--- config.mk ---
export PLATFORM = sky130hd
export DESIGN_NAME = quoted_string_unescaper_top_flat
export DESIGN_NICKNAME = d
export VERILOG_FILES = /design/src/rtl/core/qsu_pkg.sv /design/src/rtl/core/qsu_stream_if.sv /design/src/rtl/core/qsu_decode.sv /design/src/rtl/core/qsu_out_fifo.sv /design/src/rtl/core/quoted_string_unescaper_top.sv /design/src/flat_wrapper.sv
export SDC_FILE = /design/constraint.sdc
export NUM_CORES = 1
export LEC_CHECK = 0
export ABC_AREA = 1
export BUFFER_PORTS_ARGS = -buffer_cell sky130_fd_sc_hd__buf_2
export CAP_MARGIN = 20
export CORE_UTILIZATION = 41
export CTS_BUF_LIST = sky130_fd_sc_hd__clkbuf_8
export CTS_CLUSTER_SIZE = 14
export DETAILED_ROUTE_END_ITERATION = 10
export HOLD_SLACK_MARGIN = 0.15
export PLACE_DENSITY = 0.69
export SLEW_MARGIN = 15
export SYNTH_ARGS = -nofsm -noshare
export SYNTH_HDL_FRONTEND = slang
export SYNTH_SLANG_ARGS = --single-unit
export TNS_END_PERCENT = 30
--- constraint.sdc ---
create_clock -name clk -period 5.4 [get_ports clk]
set_input_delay 1.08 -clock clk [delete_from_list [all_inputs] [get_ports clk]]
set_output_delay 1.08 -clock clk [all_outputs]
set_load 0.01 [all_outputs]
--- src/rtl/core/qsu_pkg.sv ---
// qsu_pkg: types, character codes and result helpers for the quoted string unescaper.
// No dependencies; used by qsu_decode, qsu_out_fifo and quoted_string_unescaper_top.
`timescale 1ns / 1ps

package qsu_pkg;

	localparam logic [7:0] QUOTE_CHAR     = 8'h22;
	localparam logic [7:0] BACKSLASH_CHAR = 8'h5C;
	localparam logic [7:0] LETTER_N       = 8'h6E;
	localparam logic [7:0] LETTER_T       = 8'h74;
	localparam logic [7:0] NEWLINE_CHAR   = 8'h0A;
	localparam logic [7:0] TAB_CHAR       = 8'h09;

	localparam logic ACT_BYTE = 1'b0;
	localparam logic ACT_END  = 1'b1;

	localparam logic [1:0] QST_NONE   = 2'd0;
	localparam logic [1:0] QST_CLOSED = 2'd1;
	localparam logic [1:0] QST_OPEN   = 2'd2;

	localparam int OUT_DEPTH_DEFAULT = 4;

	typedef enum logic [2:0] {
		MODE_BEFORE = 3'd0,
		MODE_INSIDE = 3'd1,
		MODE_BSLASH = 3'd2,
		MODE_QPEND  = 3'd3,
		MODE_AFTER  = 3'd4
	} mode_t;

	typedef struct packed {
		logic       action;
		logic [7:0] byte_value;
	} in_item_t;

	typedef struct packed {
		logic [7:0] out_byte;
		logic       is_status;
		logic [1:0] quote_status;
		logic       last;
	} out_item_t;

	// decode of one item: up to two results and the mode that follows
	typedef struct packed {
		logic [1:0] count;
		out_item_t  res0;
		out_item_t  res1;
		mode_t      next_mode;
	} dec_t;

	function automatic out_item_t byte_res(input logic [7:0] b);
		out_item_t r;
		r.out_byte     = b;
		r.is_status    = 1'b0;
		r.quote_status = QST_NONE;
		r.last         = 1'b0;
		return r;
	endfunction

	function automatic out_item_t status_res(input logic [1:0] st);
		out_item_t r;
		r.out_byte     = 8'h00;
		r.is_status    = 1'b1;
		r.quote_status = st;
		r.last         = 1'b0;
		return r;
	endfunction

endpackage

--- src/rtl/core/qsu_stream_if.sv ---
// qsu_stream_if: valid/ready channel carrying one item of type payload_t.
// No dependencies.
`timescale 1ns / 1ps

interface qsu_stream_if #(
	parameter type payload_t = logic [7:0]
) ();
	logic     valid;
	logic     ready;
	payload_t payload;

	modport source (output valid, output payload, input ready);
	modport sink   (input valid, input payload, output ready);
endinterface

--- src/rtl/core/qsu_decode.sv ---
// qsu_decode: per-item decode from current scan mode to results and next mode.
// Depends on qsu_pkg.
`timescale 1ns / 1ps

module qsu_decode (
	input  qsu_pkg::mode_t    mode,
	input  qsu_pkg::in_item_t item,
	output qsu_pkg::dec_t     dec
);

	logic [7:0] b;

	assign b = item.byte_value;

	always_comb begin
		dec.count     = 2'd0;
		dec.res0      = qsu_pkg::byte_res(b);
		dec.res1      = qsu_pkg::byte_res(b);
		dec.next_mode = mode;
		if (item.action == qsu_pkg::ACT_END) begin
			dec.next_mode = qsu_pkg::MODE_BEFORE;
			dec.count     = 2'd1;
			case (mode)
				qsu_pkg::MODE_INSIDE: begin
					dec.res0 = qsu_pkg::status_res(qsu_pkg::QST_OPEN);
				end
				qsu_pkg::MODE_BSLASH: begin
					// flush the pending backslash ahead of the status
					dec.count = 2'd2;
					dec.res0  = qsu_pkg::byte_res(qsu_pkg::BACKSLASH_CHAR);
					dec.res1  = qsu_pkg::status_res(qsu_pkg::QST_OPEN);
				end
				qsu_pkg::MODE_QPEND, qsu_pkg::MODE_AFTER: begin
					dec.res0 = qsu_pkg::status_res(qsu_pkg::QST_CLOSED);
				end
				default: begin
					dec.res0 = qsu_pkg::status_res(qsu_pkg::QST_NONE);
				end
			endcase
		end else begin
			case (mode)
				qsu_pkg::MODE_INSIDE: begin
					if (b == qsu_pkg::QUOTE_CHAR) begin
						dec.next_mode = qsu_pkg::MODE_QPEND;
					end else if (b == qsu_pkg::BACKSLASH_CHAR) begin
						dec.next_mode = qsu_pkg::MODE_BSLASH;
					end else begin
						dec.count = 2'd1;
					end
				end
				qsu_pkg::MODE_BSLASH: begin
					dec.count = 2'd1;
					if (b == qsu_pkg::LETTER_N) begin
						dec.res0      = qsu_pkg::byte_res(qsu_pkg::NEWLINE_CHAR);
						dec.next_mode = qsu_pkg::MODE_INSIDE;
					end else if (b == qsu_pkg::LETTER_T) begin
						dec.res0      = qsu_pkg::byte_res(qsu_pkg::TAB_CHAR);
						dec.next_mode = qsu_pkg::MODE_INSIDE;
					end else begin
						// backslash goes out as is, then b is handled as a plain inside byte
						dec.res0 = qsu_pkg::byte_res(qsu_pkg::BACKSLASH_CHAR);
						if (b == qsu_pkg::QUOTE_CHAR) begin
							dec.next_mode = qsu_pkg::MODE_QPEND;
						end else if (b == qsu_pkg::BACKSLASH_CHAR) begin
							dec.next_mode = qsu_pkg::MODE_BSLASH;
						end else begin
							dec.count     = 2'd2;
							dec.next_mode = qsu_pkg::MODE_INSIDE;
						end
					end
				end
				qsu_pkg::MODE_QPEND: begin
					dec.count = 2'd1;
					if (b == qsu_pkg::QUOTE_CHAR) begin
						dec.next_mode = qsu_pkg::MODE_INSIDE;
					end else begin
						dec.next_mode = qsu_pkg::MODE_AFTER;
					end
				end
				qsu_pkg::MODE_AFTER: begin
					if (b != qsu_pkg::QUOTE_CHAR) begin
						dec.count = 2'd1;
					end
				end
				default: begin
					if (b == qsu_pkg::QUOTE_CHAR) begin
						dec.next_mode = qsu_pkg::MODE_INSIDE;
					end else begin
						dec.next_mode = qsu_pkg::MODE_BEFORE;
						dec.count     = 2'd1;
					end
				end
			endcase
		end
		if (dec.count == 2'd1) begin
			dec.res0.last = 1'b1;
		end
		if (dec.count == 2'd2) begin
			dec.res1.last = 1'b1;
		end
	end

endmodule

--- src/rtl/core/qsu_out_fifo.sv ---
// qsu_out_fifo: small register FIFO for results, up to two writes and one read per cycle.
// Depends on qsu_pkg.
`timescale 1ns / 1ps

module qsu_out_fifo #(
	parameter int DEPTH = qsu_pkg::OUT_DEPTH_DEFAULT
) (
	input  logic                clk,
	input  logic                arst_n,
	input  logic [1:0]          wr_n,
	input  qsu_pkg::out_item_t  wr_d0,
	input  qsu_pkg::out_item_t  wr_d1,
	output logic                room2,
	qsu_stream_if.source        result
);

	localparam int PTR_W = (DEPTH > 1) ? $clog2(DEPTH) : 1;
	localparam int CNT_W = $clog2(DEPTH + 1);
	localparam logic [PTR_W-1:0] LAST_PTR = PTR_W'(DEPTH - 1);

	qsu_pkg::out_item_t mem_q [DEPTH];
	logic [PTR_W-1:0]   wr_ptr_q, rd_ptr_q, wr_ptr_p1;
	logic [CNT_W-1:0]   count_q;
	logic               pop;

	function automatic logic [PTR_W-1:0] ptr_inc(input logic [PTR_W-1:0] p);
		return (p == LAST_PTR) ? '0 : p + PTR_W'(1);
	endfunction

	assign wr_ptr_p1      = ptr_inc(wr_ptr_q);
	assign pop            = result.valid && result.ready;
	assign result.valid   = (count_q != '0);
	assign result.payload = mem_q[rd_ptr_q];
	assign room2          = (count_q <= CNT_W'(DEPTH - 2));

	always_ff @(posedge clk) begin
		if (wr_n != 2'd0) begin
			mem_q[wr_ptr_q] <= wr_d0;
		end
		if (wr_n == 2'd2) begin
			mem_q[wr_ptr_p1] <= wr_d1;
		end
	end

	always_ff @(posedge clk or negedge arst_n) begin
		if (!arst_n) begin
			wr_ptr_q <= '0;
			rd_ptr_q <= '0;
			count_q  <= '0;
		end else begin
			case (wr_n)
				2'd1:    wr_ptr_q <= wr_ptr_p1;
				2'd2:    wr_ptr_q <= ptr_inc(wr_ptr_p1);
				default: wr_ptr_q <= wr_ptr_q;
			endcase
			if (pop) begin
				rd_ptr_q <= ptr_inc(rd_ptr_q);
			end
			count_q <= count_q + CNT_W'(wr_n) - CNT_W'(pop);
		end
	end

endmodule

--- src/rtl/core/quoted_string_unescaper_top.sv ---
// quoted_string_unescaper_top: quoted string decoder, one byte in, up to two results out.
// Depends on qsu_pkg, qsu_stream_if, qsu_decode, qsu_out_fifo.
//
// Takes one string byte or end marker per cycle on text, unless the input stalls, and returns
// decoded bytes and an end-of-string status on result. An input item is registered, decoded
// against the scan mode and written as zero, one or two results into an OUT_DEPTH-entry output
// FIFO, so a result passes through the input register and a FIFO entry. Input throughput is
// one item per cycle unless stalled; the output port drains one result per cycle while ready
// is high, so an item that yields two results (a backslash followed by an ordinary byte, or a
// backslash pending at the end) costs one extra output transfer. An item waits in the input
// register, and the input stalls behind it, while the FIFO has fewer than two free entries.
`timescale 1ns / 1ps

module quoted_string_unescaper_top #(
	parameter int OUT_DEPTH = qsu_pkg::OUT_DEPTH_DEFAULT
) (
	input  logic         clk,
	input  logic         arst_n,
	qsu_stream_if.sink   text,
	qsu_stream_if.source result
);

	qsu_pkg::in_item_t item_s1;
	logic              valid_s1;
	qsu_pkg::mode_t    mode_q;
	qsu_pkg::dec_t     dec;
	logic              room2;
	logic              fire_s1;
	logic [1:0]        wr_n;

	assign fire_s1    = valid_s1 && room2;
	assign text.ready = !valid_s1 || fire_s1;
	assign wr_n       = fire_s1 ? dec.count : 2'd0;

	always_ff @(posedge clk) begin
		if (text.valid && text.ready) begin
			item_s1 <= text.payload;
		end
	end

	always_ff @(posedge clk or negedge arst_n) begin
		if (!arst_n) begin
			valid_s1 <= 1'b0;
			mode_q   <= qsu_pkg::MODE_BEFORE;
		end else begin
			if (text.ready) begin
				valid_s1 <= text.valid;
			end
			if (fire_s1) begin
				mode_q <= dec.next_mode;
			end
		end
	end

	qsu_decode u_decode (
		.mode (mode_q),
		.item (item_s1),
		.dec  (dec)
	);

	qsu_out_fifo #(
		.DEPTH (OUT_DEPTH)
	) u_out_fifo (
		.clk    (clk),
		.arst_n (arst_n),
		.wr_n   (wr_n),
		.wr_d0  (dec.res0),
		.wr_d1  (dec.res1),
		.room2  (room2),
		.result (result)
	);

	// two results only come from a pending backslash
	a_two_from_bslash: assert property (@(posedge clk) disable iff (!arst_n)
		(fire_s1 && dec.count == 2'd2) |-> (mode_q == qsu_pkg::MODE_BSLASH))
		else $error("two results without pending backslash");

	a_end_resets_mode: assert property (@(posedge clk) disable iff (!arst_n)
		(fire_s1 && item_s1.action == qsu_pkg::ACT_END) |=> (mode_q == qsu_pkg::MODE_BEFORE))
		else $error("end item did not return scan mode to before");

	a_stalled_item_holds: assert property (@(posedge clk) disable iff (!arst_n)
		(valid_s1 && !room2) |=> (valid_s1 && $stable(item_s1) && $stable(mode_q)))
		else $error("stalled item lost or changed");

	a_status_is_last: assert property (@(posedge clk) disable iff (!arst_n)
		(result.valid && result.payload.is_status) |-> result.payload.last)
		else $error("status result not marked last");

endmodule

--- src/flat_wrapper.sv ---
// flat-port wrapper written by rule: the top's interface ports become plain ports
module quoted_string_unescaper_top_flat 
#(
	parameter int OUT_DEPTH = qsu_pkg::OUT_DEPTH_DEFAULT
)
  (clk, arst_n, text_valid, text_payload, text_ready, result_valid, result_payload, result_ready);
  qsu_stream_if #(.payload_t(qsu_pkg::in_item_t)) text_i ();
  qsu_stream_if #(.payload_t(qsu_pkg::out_item_t)) result_i ();
  input  logic clk;
  input  logic arst_n;
  input wire logic [$bits(text_i.valid)-1:0] text_valid;
  input wire logic [$bits(text_i.payload)-1:0] text_payload;
  output wire logic [$bits(text_i.ready)-1:0] text_ready;
  output wire logic [$bits(result_i.valid)-1:0] result_valid;
  output wire logic [$bits(result_i.payload)-1:0] result_payload;
  input wire logic [$bits(result_i.ready)-1:0] result_ready;
  assign text_i.valid = text_valid;
  assign text_i.payload = text_payload;
  assign text_ready = text_i.ready;
  assign result_valid = result_i.valid;
  assign result_payload = result_i.payload;
  assign result_i.ready = result_ready;
  quoted_string_unescaper_top #(.OUT_DEPTH(OUT_DEPTH)) u_core (.clk(clk), .arst_n(arst_n), .text(text_i), .result(result_i));
endmodule
# --- After elaboration in Yosys (flattened, before gate mapping) ---
# Memories as Yosys holds them, arrays and structs flattened.
# Index checks and enable logic that the tools add are counted.
# W data, S select, Z words.
totals:
  register_bits: 20
  latchBits: 0
  ramBits: 48
  mem_bits_ro: 0
  input_bits: 13
  output_inout_bits: 14
  wordCells: 80
  n_memories: 1
memory_table:
  columns: ["name", "words", "width", "read_ports", "rd_clocked_by_memory_dff", "wr", "line_no", "text"]
  rows:
  - ["u_core.u_out_fifo.mem_q", 4, 12, 1, 0, 2, "qsu_out_fifo.sv:21", "qsu_pkg::out_item_t mem_q [DEPTH];"]
classes:
  add_sub_neg: 5
  n_mul: 0
  div: 0
  order_cmp: 1
  eq_ne: 18
  shifts: 0
  n_mux: 38
  bitwise: 0
  n_reduce_logical: 10
ops:
  columns: ["op", "n"]
  rows:
  - ["$mux W12", 3]
  - ["$pmux W11 S3", 1]
  - ["$eq A8 B7 Y1 const B", 3]
  - ["$mux W11", 2]
  - ["$mux W3", 7]
  - ["$mux W2", 10]
  - ["$mux W14", 1]
  - ["$pmux W3 S4", 1]
  - ["$mux W1", 11]
  - ["$eq A2 B2 Y1 const B", 5]
  - ["$eq A8 B6 Y1 const B", 1]
  - ["$ne A8 B6 Y1 const B", 1]
  - ["$pmux W2 S4", 1]
  - ["$add A2 B1 Y2 const B", 3]
  - ["$eq A3 B2 Y1 const B", 2]
  - ["$eq A2 B1 Y1 const B", 2]
  - ["$ne A4 B3 Y1 const B", 1]
  - ["$pmux W2 S2", 1]
  - ["$reduce_bool A2 Y1", 2]
  - ["$add A3 B2 Y3", 1]
  - ["$eq A3 B1 Y1 const B", 1]
  - ["$eq A3 B3 Y1 const B", 1]
  - ["$le A3 B2 Y1 const B", 1]
  - ["$logic_and A1 B1 Y1", 3]
  - ["7 further kinds", 7]

# --- Depth between registers and ports, before layout ---
# Gate-level depths: netlist (run 1).
depth:
  ltp_word: 11
  ltp_mapped: 16
  ltp_nobuf: 15

# --- Modules after synthesis ---
# Synthesis (run 1) repeated with hierarchy kept, for this count alone.
hier_totals:
  cells_unflattened: 460
  hier_area_um2: 3986.3
modules_own_cells:
  columns: ["mod", "n_inst", "cells_per_inst", "area_per_inst_um2", "seq_area_each_um2"]
  rows:
  - ["qsu_out_fifo", 1, 327, 3052.9, 1616.6]
  - ["qsu_decode", 1, 101, 484.2, 0.0]
  - ["quoted_string_unescaper_top", 1, 32, 449.2, 370.4]

# --- Worst setup path before layout (run 1) ---
# No wires, ideal clock.
synth_path:
  kind: "input port to flip-flop"
  startpoint: "in result_ready"
  endpoint: "reg u_core.u_out_fifo.count_q[2]"
  setup_ns: 0.129
  arrival_ns: 2.679
  required_ns: 5.271
  setup_slack_ns: 2.593
  stages: 6
  path_buffers: 0
  path_cell_list: "a21boi_0 -> ha_1 -> or2_2 -> fa_1 -> xnor2_1 -> xor2_1"
synth_via:
  elab_chain_cells: 2
synth_lines:
  columns: ["item", "line_no", "text"]
  rows:
  - ["start, declared", "flat_wrapper.sv:16", "input wire logic [$bits(result_i.ready)-1:0] result_ready;"]
  - ["$logic_and A1 B1 Y1", "qsu_out_fifo.sv:31", "assign pop = result.valid && result.ready;"]
  - ["$sub A3 B1 Y3", "qsu_out_fifo.sv:59", "count_q <= count_q + CNT_W'(wr_n) - CNT_W'(pop);"]
  - ["end signal, assigned", "qsu_out_fifo.sv:59", null]
  - ["end, declared", "qsu_out_fifo.sv:23", "logic [CNT_W-1:0] count_q;"]
# No other way between the ends.
# A chain may end at the register's enable or synchronous reset.

# --- Final worst setup path (run 1) ---
layout_path:
  startpoint: "reg u_core.u_out_fifo.rd_ptr_q[0]"
  endpoint: "out result_payload[6]"
layout_via:
  elab_chain_cells: 1
layout_lines:
  columns: ["item", "line_no", "text"]
  rows:
  - ["start, declared", "qsu_out_fifo.sv:22", "logic [PTR_W-1:0] wr_ptr_q, rd_ptr_q, wr_ptr_p1;"]
  - ["start signal, assigned", "qsu_out_fifo.sv:57", "rd_ptr_q <= ptr_inc(rd_ptr_q);"]
  - ["$mem_v2 Z4 W12", null, null]
  - ["end, declared", "flat_wrapper.sv:15", "output wire logic [$bits(result_i.payload)-1:0] result_payload;"]
# No other way between the ends.

==> results of run 1 <==
[cell usage after synthesis, drive strengths merged]
cell	count
o21ai	38
xnor2	1
nand2	100
a21oi	13
or2	1
o31ai	1
o22ai	50
buf	7
dfxtp	4
a31oi	2
dfrtp	11
clkbuf	13
nor3	1
inv	40
edfxtp	53
ha	10
xor2	3
nor2	66
nand3	10
a21boi	1
fa	1
a221oi	1
[through the flow]
step / worst slack [ns] / power [mW] / hold slack [ns]
floorplan: 2.59 / 1.85 / 0.446
finish: 1.89 / 2.48 / 0.492
detailed placement: 2.23 / 2.14 / 0.477
global placement: 2.25 / 2.11 / 0.470
global route: 1.59 / 2.69 / 0.513
CTS: 1.86 / 2.48 / 0.497
[report_power, final]
part	switching [mW]	leakage [nW]	internal [mW]
registers	0.126	0.663	0.803
clock network	0.186	0.0760	0.159
logic	0.806	1.01	0.397
[worst reg2reg max path: stages (launching register included)]
cell and delay [ns]:
dfrtp_1 0.40, inv_1 0.10, nand2_1 0.07, nor2_2 0.17
inv_1 0.23, nor2_2 0.32, o21ai_4 0.14, inv_2 0.12
ha_1 0.17, nand2_1 0.47, nand2_1 0.66
[worst paths after layout]
kind,start,to,slack [ns]
min reg2reg,u_core.u_out_fifo.mem_q[1][1],u_core.u_out_fifo.mem_q[1][1],0.49
max,u_core.u_out_fifo.rd_ptr_q[0],result_payload[6],1.89
max reg2reg,u_core.mode_q[2],u_core.u_out_fifo.mem_q[2][10],2.18
max in group asynchronous,arst_n,u_core.u_out_fifo.wr_ptr_q[1],4.61
min,u_core.u_out_fifo.mem_q[1][1],u_core.u_out_fifo.mem_q[1][1],0.49
min in group asynchronous,arst_n,u_core.u_out_fifo.count_q[2],0.59
[sequential cells by signal (all words and copies together) (netlist names)]
signal / flops
u_core.u_out_fifo.wr_ptr_q: 2
u_core.valid_s1: 1
u_core.u_out_fifo.mem_q: 48
u_core.item_s1: 9
u_core.u_out_fifo.rd_ptr_q: 2
u_core.u_out_fifo.count_q: 3
u_core.mode_q: 3
[routing by layer]
| metal | up-vias | GRT usage |
|---|---|---|
| li1 | 1491 | - |
| met1 | 1393 | 0.258 |
| met2 | 91 | 0.283 |
| met3 | 15 | 0.0496 |
| met4 | 0 | 0.0907 |
| met5 | - | 0 |
[layout make-up]
type | instances | area share
sequential | 68 | 0.467
clock inverter | 6 | 0.00780
multi-input combinational | 299 | 0.395
inverter | 40 | 0.0360
timing repair buffer | 26 | 0.0312
tap | 111 | 0.0333
clock buffer | 9 | 0.0297
[cell usage in the layout (no fill, tap or decap), types with 2 or more instances in the layout]
master | Yosys | layout
a21oi_1 | 13 | 13
a31oi_1 | 2 | 2
buf_2 | 2 | 26
clkbuf_8 | 0 | 9
clkinv_1 | 0 | 2
clkinv_2 | 0 | 2
clkinvlp_4 | 0 | 2
dfrtp_1 | 11 | 11
dfxtp_1 | 4 | 4
edfxtp_1 | 53 | 53
ha_1 | 10 | 10
inv_1 | 38 | 38
inv_2 | 2 | 2
nand2_1 | 91 | 91
nand2_2 | 5 | 5
nand2_4 | 4 | 4
nand3_1 | 10 | 10
nor2_1 | 61 | 61
nor2_2 | 5 | 5
o21ai_0 | 35 | 35
o21ai_1 | 2 | 2
o22ai_1 | 32 | 32
o22ai_2 | 18 | 18
xor2_1 | 3 | 3
[cell families after synthesis]
kind of cell               share of synthesized area
adders and majority gates                     0.0376
DFF                                            0.504
xor gates and xnor gates                     0.00908
and+or+nand+nor                                0.192
buffers and inverters                         0.0687
AOI/OAI and AO/OA                              0.189
==> flow_metrics.tcl, run 1 <==
set metrics [dict create \
    status "completed" \
    finalNonFillerCells 559 \
    postCtsSetupBuffers 0 \
    grt_max_degree 28 \
    required_ns 4.32 \
    start_util 0.420 \
    place_inst 544 \
    core_sq_um 9200 \
    antenna_found_initial 0 \
    syn-num-nets 451 \
    synth-seq-cells 68 \
    floorplan.die_area_sq_um 9810 \
    wl_per_cell_um 15.0 \
    fillers 891 \
    leakagePower_nw 1.75 \
    min_period_over_period 0.650 \
    worstMarginPinSlew_ns 0.846 \
    worst_skew_pair.late_latency_ns 0.35 \
    design_area_sq_um 4170 \
    skew_ns 0.00945 \
    antenna_left 0 \
    totalWireLength_mm 8.39 \
    hold_viol 0 \
    rsz0062_at_grt "false" \
    met3_length_um 428 \
    placed_cell_area_sq_um 4010 \
    multi_input_area_sq_um 1650 \
    crit_path_max_fanout 27 \
    critPathSlowestCell "dfrtp_1" \
    fin_nets 468 \
    cts_tree "yes" \
    gp_congestion 0.863 \
    firstDrtPassIters 5 \
    cts_resized 0 \
    track_usage 0.190 \
    slew_headroom 0.434 \
    wl_met2_mm 3.80 \
    regArea_sq_um 1950 \
    vias 2990 \
    utilization 0.453 \
    worst_setup_path_end_kind "output port" \
    reg2reg_depth 10 \
    cts_made_buffers 9 \
    die_y_um 99.0 \
    report.final.slew_viol_count 0 \
    diodes 0 \
    yosysTopAreaCell "edfxtp_1" \
    htreeDepth 3 \
    cp-start-kind "register" \
    hold_buffers 0 \
    yosys_warnings 0 \
    drive_above_1_share 0.167 \
    cpPeakStageDelay_ns 0.84 \
    grt_pass1_vias 2821 \
    port-buffer-count 26 \
    route.detailed.drc 0 \
    syn2layout_area_growth_pct 8.04 \
    pin_count 27 \
    clockBufferDepth 2 \
    vdd_ir_drop_max_mv 0.224 \
    syn_avg_cell_area_sq_um 9.04 \
    cp.arrival_ns 2.43 \
    cts_sinks 68 \
    ys_types 32 \
    p_per_area_nw_per_um2 594 \
    drt_iter0_markers 304 \
    crit_family "flip-flops" \
    setup_viol 0 \
    top_layer_used "met4" \
    path_buf_inv 2 \
    maxCapViolations 0 \
    dieWidth_um 99.0 \
    root_buffer "clkbuf_8" \
    fmax_ghz 0.285 \
    dp_hpwl_mm 6.05 \
    netlist_top_cells_area "edfxtp_1, nand2_1, dfrtp_1" \
    vias_per_cell 5.35 \
    finalCriticalPeriod_ns 3.51 \
    crit_cells 4 \
    syn_inst 427 \
    synth_top_area_share 0.412 \
    crit_chain "inv_1 -> o21ai_0 -> o22ai_1 -> buf_2" \
    critical_path_class "register to output port" \
    clk_pin_slew_ns 0.07 \
    hold_path_depth 2 \
    synthesis.area_sq_um 3860 \
    hold_path.class "register to register" \
    tns_ns 0 \
    ys_seq_area_frac 0.504 \
    wl_met1_mm 3.97 \
    num_rows 35 \
    grt_overflow 0 \
    grt_first_pass_wirelength_mm 14.1 \
]
Note: power is estimated with default switching activity, not from simulation.
==> inputs of run 2 (changes only) <==
clock period = 3.6 ns   (was 5.4 ns; I/O delays follow)
==> run 2 against run 1 <==
Effect of this change: register-to-register slack got worse by 1.3 ns; non-clock buffer count up 3; clock skew is 0.0033 ns higher; first-iteration DRC count grew 4.9%; sequential power grew 45%; combinational power rose by 56%; via count rose by 3.7%; global-route usage increased by 0.061 points; hold slack worse by 0.25 ns; utilization up 1.1 points; sequential share of layout area down 1.1 points; largest cell class unchanged; highest routed layer unchanged.
==> flow_metrics.tcl, run 2 (synthesis gave the netlist of run 1 again) <==
set metrics [dict create \
    status "completed" \
    crit_chain "inv_1 -> nand2_1 -> nor2_2 -> inv_1 -> nor2_2 -> o21ai_4 -> nand2_4 -> nand2_1 -> nand2_1" \
    skew_ns 0.0127 \
    antenna_left 0 \
    dp_hpwl_mm 6.32 \
    use_met1 0.257 \
    hold_buffers 0 \
    drive_above_1_share 0.175 \
    root_buffer "clkbuf_8" \
    cpPeakStageDelay_ns 0.45 \
    worst_skew_pair.late_latency_ns 0.34 \
    drt_iter0_markers 319 \
    grt_first_pass_wirelength_mm 14.4 \
    grt_pass1_vias 2854 \
    vdd_ir_drop_max_mv 0.324 \
    grt.met3_usage 0.0418 \
    grt_overflow 0 \
    route.detailed.drc 0 \
    p_per_area_nw_per_um2 931 \
    clockBufferDepth 2 \
    cp-start-kind "register" \
    syn2layout_area_growth_pct 10.7 \
    worstMarginPinSlew_ns 0.813 \
    tns_ns 0 \
    gp_congestion 0.891 \
    r2r-end "u_core.u_out_fifo.mem_q[2][5]" \
    reg2reg_depth 9 \
    track_usage 0.191 \
    regMostFlops "u_core.u_out_fifo.mem_q" \
    port-buffer-count 26 \
    busiest_layer "met2" \
    critPathLaunch "u_core.mode_q[2]" \
    floorplan.die_area_sq_um 9810 \
    worst_setup_path_end_kind "register" \
    multi_input_area_sq_um 1650 \
    vias_per_cell 5.51 \
    start_util 0.420 \
    cts_sinks 68 \
    min_period_over_period 0.758 \
    cts_tree "yes" \
    holdWs_ns 0.239 \
    regArea_sq_um 1950 \
    totalWireLength_mm 8.61 \
    reg_top3 "u_core.u_out_fifo.mem_q: 48 flops, u_core.item_s1: 9 flops" \
    num_rows 35 \
    vias 3100 \
    slew_headroom 0.458 \
    firstDrtPassIters 5 \
    path_buf_inv 2 \
    r2r_slack_ns 0.87 \
    diodes 0 \
    dieWidth_um 99.0 \
    crit_path_max_fanout 13 \
    crit_family "simple AND/OR/NAND/NOR gates" \
    postCtsSetupBuffers 0 \
    htreeDepth 3 \
    largest_register_ffs 48 \
    grt_use_met2 0.306 \
    maxCapViolations 0 \
    critPathSlowestCell "nand2_1" \
    cts_made_buffers 9 \
    hold_path.class "primary input to asynchronous set/reset pin" \
    clk_pin_slew_ns 0.07 \
    antenna_found_initial 0 \
    fin_nets 471 \
    setup_viol 0 \
    fillers 884 \
    pin_count 27 \
    core_sq_um 9200 \
    finalCriticalPeriod_ns 2.73 \
    critical_path_class "register to register" \
    fmax_ghz 0.366 \
    required_ns 3.59 \
    hold_viol 0 \
    cp.arrival_ns 2.72 \
    rsz0062_at_grt "false" \
    crit_top_cell "nand2_1" \
    layout_common_cells "nand2_1, nor2_1, edfxtp_1, inv_1, o21ai_0" \
    layout_commonest_cell "nand2_1" \
    report.final.slew_viol_count 0 \
    die_y_um 99.0 \
    grt_max_degree 28 \
    leakagePower_nw 1.80 \
    wl_per_cell_um 15.3 \
    reg2reg_from "u_core.mode_q[2]" \
    cts_resized 0 \
]
[run 2: metal layers]
metal / routed length [um] / vias up
li1: - / 1499
met1: 3990 / 1453
met2: 3980 / 131
met3: 520 / 17
met4: 125 / 0
met5: 0 / -
[run 2: worst max-delay path by stage]
| stage | depth (start not counted) | slack [ns] | to |
|---|---|---|---|
| floorplan | 12 | 1.01 | u_core.u_out_fifo.mem_q[1][0] |
| global placement | 7 | 0.89 | u_core.u_out_fifo.count_q[2] |
| detailed placement | 7 | 0.81 | u_core.u_out_fifo.count_q[2] |
| CTS | 10 | 0.88 | u_core.u_out_fifo.count_q[2] |
| global route | 9 | 0.64 | u_core.u_out_fifo.mem_q[2][5] |
| finish | 9 | 0.87 | u_core.u_out_fifo.mem_q[2][5] |
[run 2: metrics by stage]
step / cell area [sq um] / utilization / instances / total power [mW] / worst slack (ns)
after floorplan: 3860 / - / 427 / 2.77 / 1.01
after detailed placement: 4040 / 0.439 / 547 / 3.23 / 0.807
after global placement: 4040 / 0.439 / 547 / 3.17 / 0.894
after global routing: 4270 / 0.465 / 563 / 4.29 / 0.638
after CTS: 4270 / 0.465 / 563 / 4.00 / 0.875
final: 4270 / 0.465 / 563 / 3.98 / 0.871
[run 2: worst register-to-register path, delay by kind of cell, from the launching register on]
family                 cells  cell delay [ns]
and+or+nand+nor            6             1.50
AOI/OAI and AO/OA          1             0.14
buffers and inverters      2             0.34
DFF                        1             0.40
[run 2: final cells by class]
| class | instances | share of cell area |
|---|---|---|
| timing repair buffer | 29 | 0.0357 |
| tap | 111 | 0.0325 |
| multi-input combinational | 299 | 0.386 |
| clock buffer | 9 | 0.0290 |
| sequential | 68 | 0.456 |
| inverter | 40 | 0.0351 |
| clock inverter | 7 | 0.0266 |
[run 2: power by group]
group          internal [mW]  switching (mW)  total [mW]
logic                  0.607            1.26        1.87
clock network          0.458           0.300       0.757
registers               1.20           0.151        1.35
